$ cat src/hdl/mm4_pkg.sv
// mm4_pkg: shared types and constants for the 4x4 matrix multiply unit
// no dependencies; used by the channel interfaces and imported by the top level

package mm4_pkg;

	localparam int DIM_BITS  = 2;
	localparam int ADDR_BITS = 2 * DIM_BITS;
	localparam int VALUE_W   = 32;
	localparam int FRAC_BITS = 16;
	localparam int PROD_W    = 2 * VALUE_W;
	localparam int ACC_W     = PROD_W + DIM_BITS;

	typedef logic [DIM_BITS-1:0]       idx_t;
	typedef logic [ADDR_BITS-1:0]      addr_t;
	typedef logic signed [VALUE_W-1:0] value_t;

	typedef enum logic [1:0] {
		MODE_LOAD_LEFT  = 2'd0,
		MODE_LOAD_RIGHT = 2'd1,
		MODE_PRODUCT    = 2'd2
	} mode_t;

	localparam idx_t IDX_LAST = '1;

	// control carried alongside the multiply pipeline
	typedef struct packed {
		logic vld;
		idx_t col;
		idx_t row;
		logic k_first;
		logic k_last;
	} mac_ctl_t;

	// floor shift by the fraction width and saturate to the value range
	function automatic value_t sat_shift(input logic signed [ACC_W-1:0] sum);
		logic [ACC_W-FRAC_BITS-VALUE_W:0] top;
		begin
			top = sum[ACC_W-1:FRAC_BITS+VALUE_W-1];
			if (top == '0 || top == '1) begin
				sat_shift = sum[FRAC_BITS+VALUE_W-1:FRAC_BITS];
			end else if (sum[ACC_W-1]) begin
				sat_shift = {1'b1, {(VALUE_W-1){1'b0}}};
			end else begin
				sat_shift = {1'b0, {(VALUE_W-1){1'b1}}};
			end
		end
	endfunction

endpackage

$ cat src/hdl/mm4_if.sv
// mm4_if: valid/ready channel interfaces for the 4x4 matrix multiply unit
// depends on mm4_pkg for field types

interface mm4_in_if;
	logic              valid;
	logic              ready;
	logic [1:0]        mode;
	mm4_pkg::idx_t     col_index;
	mm4_pkg::idx_t     row_index;
	mm4_pkg::value_t   element_value;

	modport source (output valid, mode, col_index, row_index, element_value, input ready);
	modport sink   (input valid, mode, col_index, row_index, element_value, output ready);
endinterface

interface mm4_out_if;
	logic              valid;
	logic              ready;
	mm4_pkg::idx_t     out_col;
	mm4_pkg::idx_t     out_row;
	mm4_pkg::value_t   product_value;
	logic              last;

	modport source (output valid, out_col, out_row, product_value, last, input ready);
	modport sink   (input valid, out_col, out_row, product_value, last, output ready);
endinterface

$ cat src/hdl/matrix4_multiply_unit.sv
// matrix4_multiply_unit: column-major 4x4 Q16.16 matrix product over two 16-entry memories
// depends on mm4_pkg and the channel interfaces in mm4_if
//
//   channel  dir  payload                                          beat means
//   item     in   mode, col_index, row_index, element_value        one load or one product request
//   result   out  out_col, out_row, product_value, last            one product element
//
// a load writes one entry; a product request issues 64 multiply-accumulates, one per
// cycle through the shared multiplier while the result is not stalled, four per element,
// until the last element is registered.
// a stalled result freezes the whole multiply pipeline; no new item is taken while
// reads are still being issued. reset clears the per-entry valid bits, so both
// matrices read as zero until written; no clearing pass is needed.

module matrix4_multiply_unit (
	input  logic       clk,
	input  logic       arst_n,
	mm4_in_if.sink     item,
	mm4_out_if.source  result
);
	import mm4_pkg::*;

	value_t                   left_mem  [2**ADDR_BITS];
	value_t                   right_mem [2**ADDR_BITS];
	logic [2**ADDR_BITS-1:0]  left_ok_q;
	logic [2**ADDR_BITS-1:0]  right_ok_q;

	logic                     busy_q;
	logic [3*DIM_BITS-1:0]    cnt_q;
	idx_t                     cnt_j, cnt_i, cnt_k;
	addr_t                    left_addr, right_addr;

	value_t                   left_s1, right_s1;
	mac_ctl_t                 ctl_s1, ctl_s2;
	logic signed [PROD_W-1:0] prod_s2;
	logic signed [ACC_W-1:0]  acc_q, acc_sum;

	logic                     out_vld_q;
	idx_t                     out_col_q, out_row_q;
	value_t                   out_val_q;
	logic                     out_last_q;

	logic                     adv;
	logic                     take;

	assign take = item.valid && item.ready;
	assign item.ready = !busy_q;
	assign adv = !out_vld_q || result.ready;

	assign {cnt_j, cnt_i, cnt_k} = cnt_q;
	assign left_addr  = {cnt_k, cnt_i};
	assign right_addr = {cnt_j, cnt_k};

	// memory writes on load beats
	always_ff @(posedge clk) begin
		if (take && item.mode == MODE_LOAD_LEFT) begin
			left_mem[{item.col_index, item.row_index}] <= item.element_value;
		end
		if (take && item.mode == MODE_LOAD_RIGHT) begin
			right_mem[{item.col_index, item.row_index}] <= item.element_value;
		end
	end

	always_ff @(posedge clk or negedge arst_n) begin
		if (!arst_n) begin
			left_ok_q  <= '0;
			right_ok_q <= '0;
		end else if (take) begin
			if (item.mode == MODE_LOAD_LEFT) begin
				left_ok_q[{item.col_index, item.row_index}] <= 1'b1;
			end
			if (item.mode == MODE_LOAD_RIGHT) begin
				right_ok_q[{item.col_index, item.row_index}] <= 1'b1;
			end
		end
	end

	// synchronous reads, entries never written read as zero
	always_ff @(posedge clk) begin
		if (adv && busy_q) begin
			left_s1  <= left_ok_q[left_addr]   ? left_mem[left_addr]   : '0;
			right_s1 <= right_ok_q[right_addr] ? right_mem[right_addr] : '0;
		end
	end

	// issue sequencer: cnt walks column j, row i, term k
	always_ff @(posedge clk or negedge arst_n) begin
		if (!arst_n) begin
			busy_q <= 1'b0;
			cnt_q  <= '0;
		end else if (take && item.mode == MODE_PRODUCT) begin
			busy_q <= 1'b1;
			cnt_q  <= '0;
		end else if (busy_q && adv) begin
			cnt_q <= cnt_q + 1'b1;
			if (cnt_q == '1) begin
				busy_q <= 1'b0;
			end
		end
	end

	always_ff @(posedge clk or negedge arst_n) begin
		if (!arst_n) begin
			ctl_s1 <= '0;
			ctl_s2 <= '0;
		end else if (adv) begin
			ctl_s1.vld     <= busy_q;
			ctl_s1.col     <= cnt_j;
			ctl_s1.row     <= cnt_i;
			ctl_s1.k_first <= (cnt_k == '0);
			ctl_s1.k_last  <= (cnt_k == IDX_LAST);
			ctl_s2         <= ctl_s1;
		end
	end

	always_ff @(posedge clk) begin
		if (adv) begin
			prod_s2 <= left_s1 * right_s1;
		end
	end

	// exact sum of four products
	assign acc_sum = (ctl_s2.k_first ? '0 : acc_q) + ACC_W'(prod_s2);

	always_ff @(posedge clk) begin
		if (adv && ctl_s2.vld) begin
			acc_q <= acc_sum;
		end
	end

	always_ff @(posedge clk or negedge arst_n) begin
		if (!arst_n) begin
			out_vld_q <= 1'b0;
		end else if (adv) begin
			out_vld_q <= ctl_s2.vld && ctl_s2.k_last;
		end
	end

	always_ff @(posedge clk) begin
		if (adv && ctl_s2.vld && ctl_s2.k_last) begin
			out_col_q  <= ctl_s2.col;
			out_row_q  <= ctl_s2.row;
			out_val_q  <= sat_shift(acc_sum);
			out_last_q <= (ctl_s2.col == IDX_LAST) && (ctl_s2.row == IDX_LAST);
		end
	end

	assign result.valid         = out_vld_q;
	assign result.out_col       = out_col_q;
	assign result.out_row       = out_row_q;
	assign result.product_value = out_val_q;
	assign result.last          = out_last_q;

	a_product_starts: assert property (@(posedge clk) disable iff (!arst_n)
		(take && item.mode == MODE_PRODUCT) |=> (busy_q && cnt_q == '0))
		else $error("product request did not start the sequencer");

	a_stall_freezes: assert property (@(posedge clk) disable iff (!arst_n)
		(busy_q && !adv) |=> $stable(cnt_q))
		else $error("sequencer advanced during an output stall");

	a_wrap_done: assert property (@(posedge clk) disable iff (!arst_n)
		$fell(busy_q) |-> (cnt_q == '0 && ctl_s1.vld && ctl_s1.k_last))
		else $error("sequencer stopped before the last term");

	a_last_corner: assert property (@(posedge clk) disable iff (!arst_n)
		(out_vld_q && out_last_q) |-> (out_col_q == IDX_LAST && out_row_q == IDX_LAST))
		else $error("last flag on an element other than the final one");

endmodule

$ cat src/flat_wrapper.sv
// flat-port wrapper written by rule: the top's interface ports become plain ports
module matrix4_multiply_unit_flat import mm4_pkg::*;
  (clk, arst_n, item_valid, item_mode, item_col_index, item_row_index, item_element_value, item_ready, result_valid, result_out_col, result_out_row, result_product_value, result_last, result_ready);
  mm4_in_if item_i ();
  mm4_out_if result_i ();
  input  logic clk;
  input  logic arst_n;
  input wire logic [$bits(item_i.valid)-1:0] item_valid;
  input wire logic [$bits(item_i.mode)-1:0] item_mode;
  input wire logic [$bits(item_i.col_index)-1:0] item_col_index;
  input wire logic [$bits(item_i.row_index)-1:0] item_row_index;
  input wire logic [$bits(item_i.element_value)-1:0] item_element_value;
  output wire logic [$bits(item_i.ready)-1:0] item_ready;
  output wire logic [$bits(result_i.valid)-1:0] result_valid;
  output wire logic [$bits(result_i.out_col)-1:0] result_out_col;
  output wire logic [$bits(result_i.out_row)-1:0] result_out_row;
  output wire logic [$bits(result_i.product_value)-1:0] result_product_value;
  output wire logic [$bits(result_i.last)-1:0] result_last;
  input wire logic [$bits(result_i.ready)-1:0] result_ready;
  assign item_i.valid = item_valid;
  assign item_i.mode = item_mode;
  assign item_i.col_index = item_col_index;
  assign item_i.row_index = item_row_index;
  assign item_i.element_value = item_element_value;
  assign item_ready = item_i.ready;
  assign result_valid = result_i.valid;
  assign result_out_col = result_i.out_col;
  assign result_out_row = result_i.out_row;
  assign result_product_value = result_i.product_value;
  assign result_last = result_i.last;
  assign result_i.ready = result_ready;
  matrix4_multiply_unit u_core (.clk(clk), .arst_n(arst_n), .item(item_i), .result(result_i));
endmodule
$ cat config.mk
export PLATFORM = sky130hd
export DESIGN_NAME = matrix4_multiply_unit_flat
export DESIGN_NICKNAME = d
export VERILOG_FILES = /design/src/hdl/mm4_pkg.sv /design/src/hdl/mm4_if.sv /design/src/hdl/matrix4_multiply_unit.sv /design/src/flat_wrapper.sv
export SDC_FILE = /design/constraint.sdc
export NUM_CORES = 2
export LEC_CHECK = 0
export BUFFER_PORTS_ARGS = -buffer_cell sky130_fd_sc_hd__buf_4
export CAP_MARGIN = 20
export CELL_PAD_IN_SITES_DETAIL_PLACEMENT = 1
export CELL_PAD_IN_SITES_GLOBAL_PLACEMENT = 2
export CORE_MARGIN = 2
export CORE_UTILIZATION = 51
export CTS_CLUSTER_DIAMETER = 120
export DETAILED_ROUTE_END_ITERATION = 7
export GPL_ROUTABILITY_DRIVEN = 1
export PLACE_DENSITY = 0.95
export SLEW_MARGIN = 20
export SYNTH_ARGS = -nofsm -noshare
export SYNTH_HDL_FRONTEND = slang
export SYNTH_SLANG_ARGS = --single-unit
$ cat constraint.sdc
create_clock -name clk -period 21.2 [get_ports clk]
set_clock_uncertainty 0.2 [all_clocks]
set_input_delay 1.06 -clock clk [delete_from_list [all_inputs] [get_ports clk]]
set_output_delay 1.06 -clock clk [all_outputs]
set_load 0.01 [all_outputs]
==> impl_results.md <==
* Status: complete, no violations
* Core box area at 174,000 sq um
* Residual DRC at 0
* MaxCap Viol Count at 0
* DR vias at 56,322
* Arrival time worst endpoint at 9.55 ns
* Vias/cell at 6.20
* Ports at 81
* Port bufs at 80
* Final wirelength at 286,000 um
* Crit path kind: register to register
* Tcrit/Tclk final at 0.436
* Number of DRC markers in iteration 0 at 5,923
* Post-route ant nets at 0
* Pre-CTS setup slack at 11.95 ns
* Mapped Area at 89,600 sq um
* Hold/Removal Path Class: primary input to async pin
* Post-CTS Setup Bufs at 0
* Clock Sinks at 1,309
* Post-synth EDFFs at 1,255
* Worst relative slew slack at 0.283
* Post_cts resized at 0
* # hold bufs at CTS at 0
* CTS clk-pin slew, worst paths at 0.07 ns
* Die ar. at 179,000 sq um
* Die Wd at 423 um
* Startpoint types: register
* Worst path required time at 21.51 ns
* Sequential Area at 39,100 sq um
* Layout area overhead at 8.74%
* Initial antenna violation count at 15
* Syn nets at 8,017
* # setup viols final at 0
* CP max FO at 17
* Fmax at 108 MHz
* Slew Limit Fails at 0
* Routed length on met1 at 104,000 um
* Multi-input gate area at 45,500 sq um
* First-pass DRT Iterations at 8
* Fill count at 16,923
* Ys flop type: edfxtp_1
* Grt total ovfl at 0
* RSZ-0062 raised after global routing: no
* Drt wl/cell at 31.4 um
* Synthesis-stage register bit count at 1,309
* Endpoint kind of the worst setup timing path: register
* Syn Inst Count at 6,641
* CTS tree: done
* Fraction of layout instances using a drive strength above 1 at 0.134
* Tmin final at 9.25 ns
* Clk root buf: clkbuf_16
* H-tree Lvls at 4
* Total CTS buffers at 136
* Final nets at 8,019
* Gpl congestion at 0.877
* WHS at 0.122 ns
* Setup WS post-layout at 11.95 ns
* Yosys cell types at 94
* Met3 wire len at 27,600 um
* Commonest non-fill, non-tap cells in the layout: edfxtp_1 (1,255), fa_1 (1,083), inv_1 (1,058)
* Seq/Total Area, Yosys at 0.436
* Worst-margin pin slew at 1.07 ns
* Largest net degree at the start of global routing at 113
* Chip height at 423 um
* WL met2 at 139,000 um
* Syn avg cell area at 13.5 sq um
* Synth async-reset ratio at 0.0413
* Number of global-route vias before repair at 63,538
* Global Route Usage Sum at 0.326
* Latest clock arrival within the worst-skew pair at 0.83 ns
* Commonest non-fill, non-tap cell in the layout: edfxtp_1
* Final TNS setup at 0 ns
* Yosys warnings at 0
* DP Area at 93,000 sq um
* Worst-case clock buffer depth at 3
* First-pass GRT wire length at 425,000 um
* Cell row count at 153
* Initial Util at 0.515
* Design Area, Final at 97,500 sq um
* DP HPWL at 176,000 um
* Uppermost layer routed: met5
* Final hold violations at 0
* Reg2reg path depth at 23
## worst max-delay path, cell delays in order (launching register included)
cell and delay (ns):
edfxtp_1 1.00, buf_4 0.44, and2_1 0.30, fa_1 0.45, fa_1 0.53, inv_1 0.06
fa_1 0.42, fa_1 0.57, inv_1 0.07, fa_1 0.63, fa_1 0.46, fa_1 0.51
fa_1 0.42, ha_1 0.41, a21o_1 0.19, a21o_1 0.17, a21oi_1 0.28, nand4_1 0.15
a211oi_1 0.60, o31ai_2 0.23, o21ai_0 0.36, o2111ai_1 0.18, a21oi_1 0.20, xnor2_1 0.08
## Yosys cell counts (24+ instances only)
library cell	count	area share
a21o_1	55	0.0046
a21oi_1	146	0.0082
a21oi_2	37	0.0036
a31oi_1	24	0.0017
and2_1	502	0.035
buf_1	29	0.0012
buf_2	30	0.0017
clkbuf_1	269	0.011
dfrtp_1	54	0.015
edfxtp_1	1255	0.42
fa_1	1083	0.24
ha_1	251	0.035
inv_1	1059	0.044
mux4_2	328	0.082
nand2_1	622	0.026
nand2b_1	31	0.0022
nand3_1	26	0.0015
nand4_1	44	0.0031
nor2_1	145	0.0061
nor2b_1	141	0.0098
nor3_1	32	0.0018
o21ai_0	81	0.0045
or2_2	35	0.0024
xnor2_1	83	0.0081
xor2_1	49	0.0048
## layer usage
| layer | vias up | track usage |
|---|---|---|
| met2 | 3633 | 0.534 |
| met5 | - | 0 |
| met1 | 29597 | 0.411 |
| li1 | 22108 | - |
| met4 | 12 | 0.163 |
| met3 | 972 | 0.0711 |
## layout make-up
class,instances,share of cell area
Multi-Input combinational cell,3934,0.467
Antenna cell,9,0.000231
Clock buffer,162,0.0365
Timing Repair Buffer,202,0.0159
Sequential cell,1309,0.401
Clock inverter,84,0.00900
Inverter,1060,0.0408
Tap cell,2325,0.0298
## stage by stage
stage / instances / utilization
after floorplan: 6641 / -
after global placement: 8829 / 0.534
after detailed placement: 8829 / 0.534
after CTS: 9075 / 0.559
after global routing: 9079 / 0.559
final: 9085 / 0.559
## sequential cells by signal, indices dropped and copies added (netlist names)
name and count:
u_core.acc_q 66, u_core.cnt_q 6, u_core.right_s1 32, u_core.left_mem 512, u_core.right_ok_q 16, u_core.left_ok_q 16, u_core.result.out_col 2, u_core.ctl_s1 7
u_core.result.product_value 32, u_core.right_mem 512, u_core.result.last 1, u_core.prod_s2 64, u_core.busy_q 1, u_core.left_s1 32, u_core.result.valid 1, u_core.result.out_row 2
u_core.ctl_s2 7
## worst paths after layout
check	from	end	slack, ns
min reg2reg	u_core.left_ok_q[7]$_DFFE_PN0P_	u_core.left_ok_q[7]$_DFFE_PN0P_	0.28
min	arst_n	u_core.left_ok_q[2]$_DFFE_PN0P_	0.12
min in group clk	u_core.left_ok_q[7]$_DFFE_PN0P_	u_core.left_ok_q[7]$_DFFE_PN0P_	0.28
max	u_core.left_s1[25]$_SDFFCE_PN0P_	u_core.prod_s2[60]$_DFFE_PN_	11.95
max in group asynchronous	arst_n	u_core.cnt_q[3]$_DFFE_PN0P_	19.88
max reg2reg	u_core.left_s1[25]$_SDFFCE_PN0P_	u_core.prod_s2[60]$_DFFE_PN_	11.95
## cells by family after synthesis
kind of cell             share of synthesized area
multiplexers                                0.0851
AND/OR/NAND/NOR                             0.0923
buffers and inverters                       0.0597
XOR/XNOR                                    0.0129
adder cells (fa/ha/maj)                      0.277
flip-flops                                   0.436
AO/OA/AOI/OAI                               0.0376
Power is left out: the tool's default activity adds up to more than one toggle a clock period on the data nets, which glitch-free logic cannot reach.
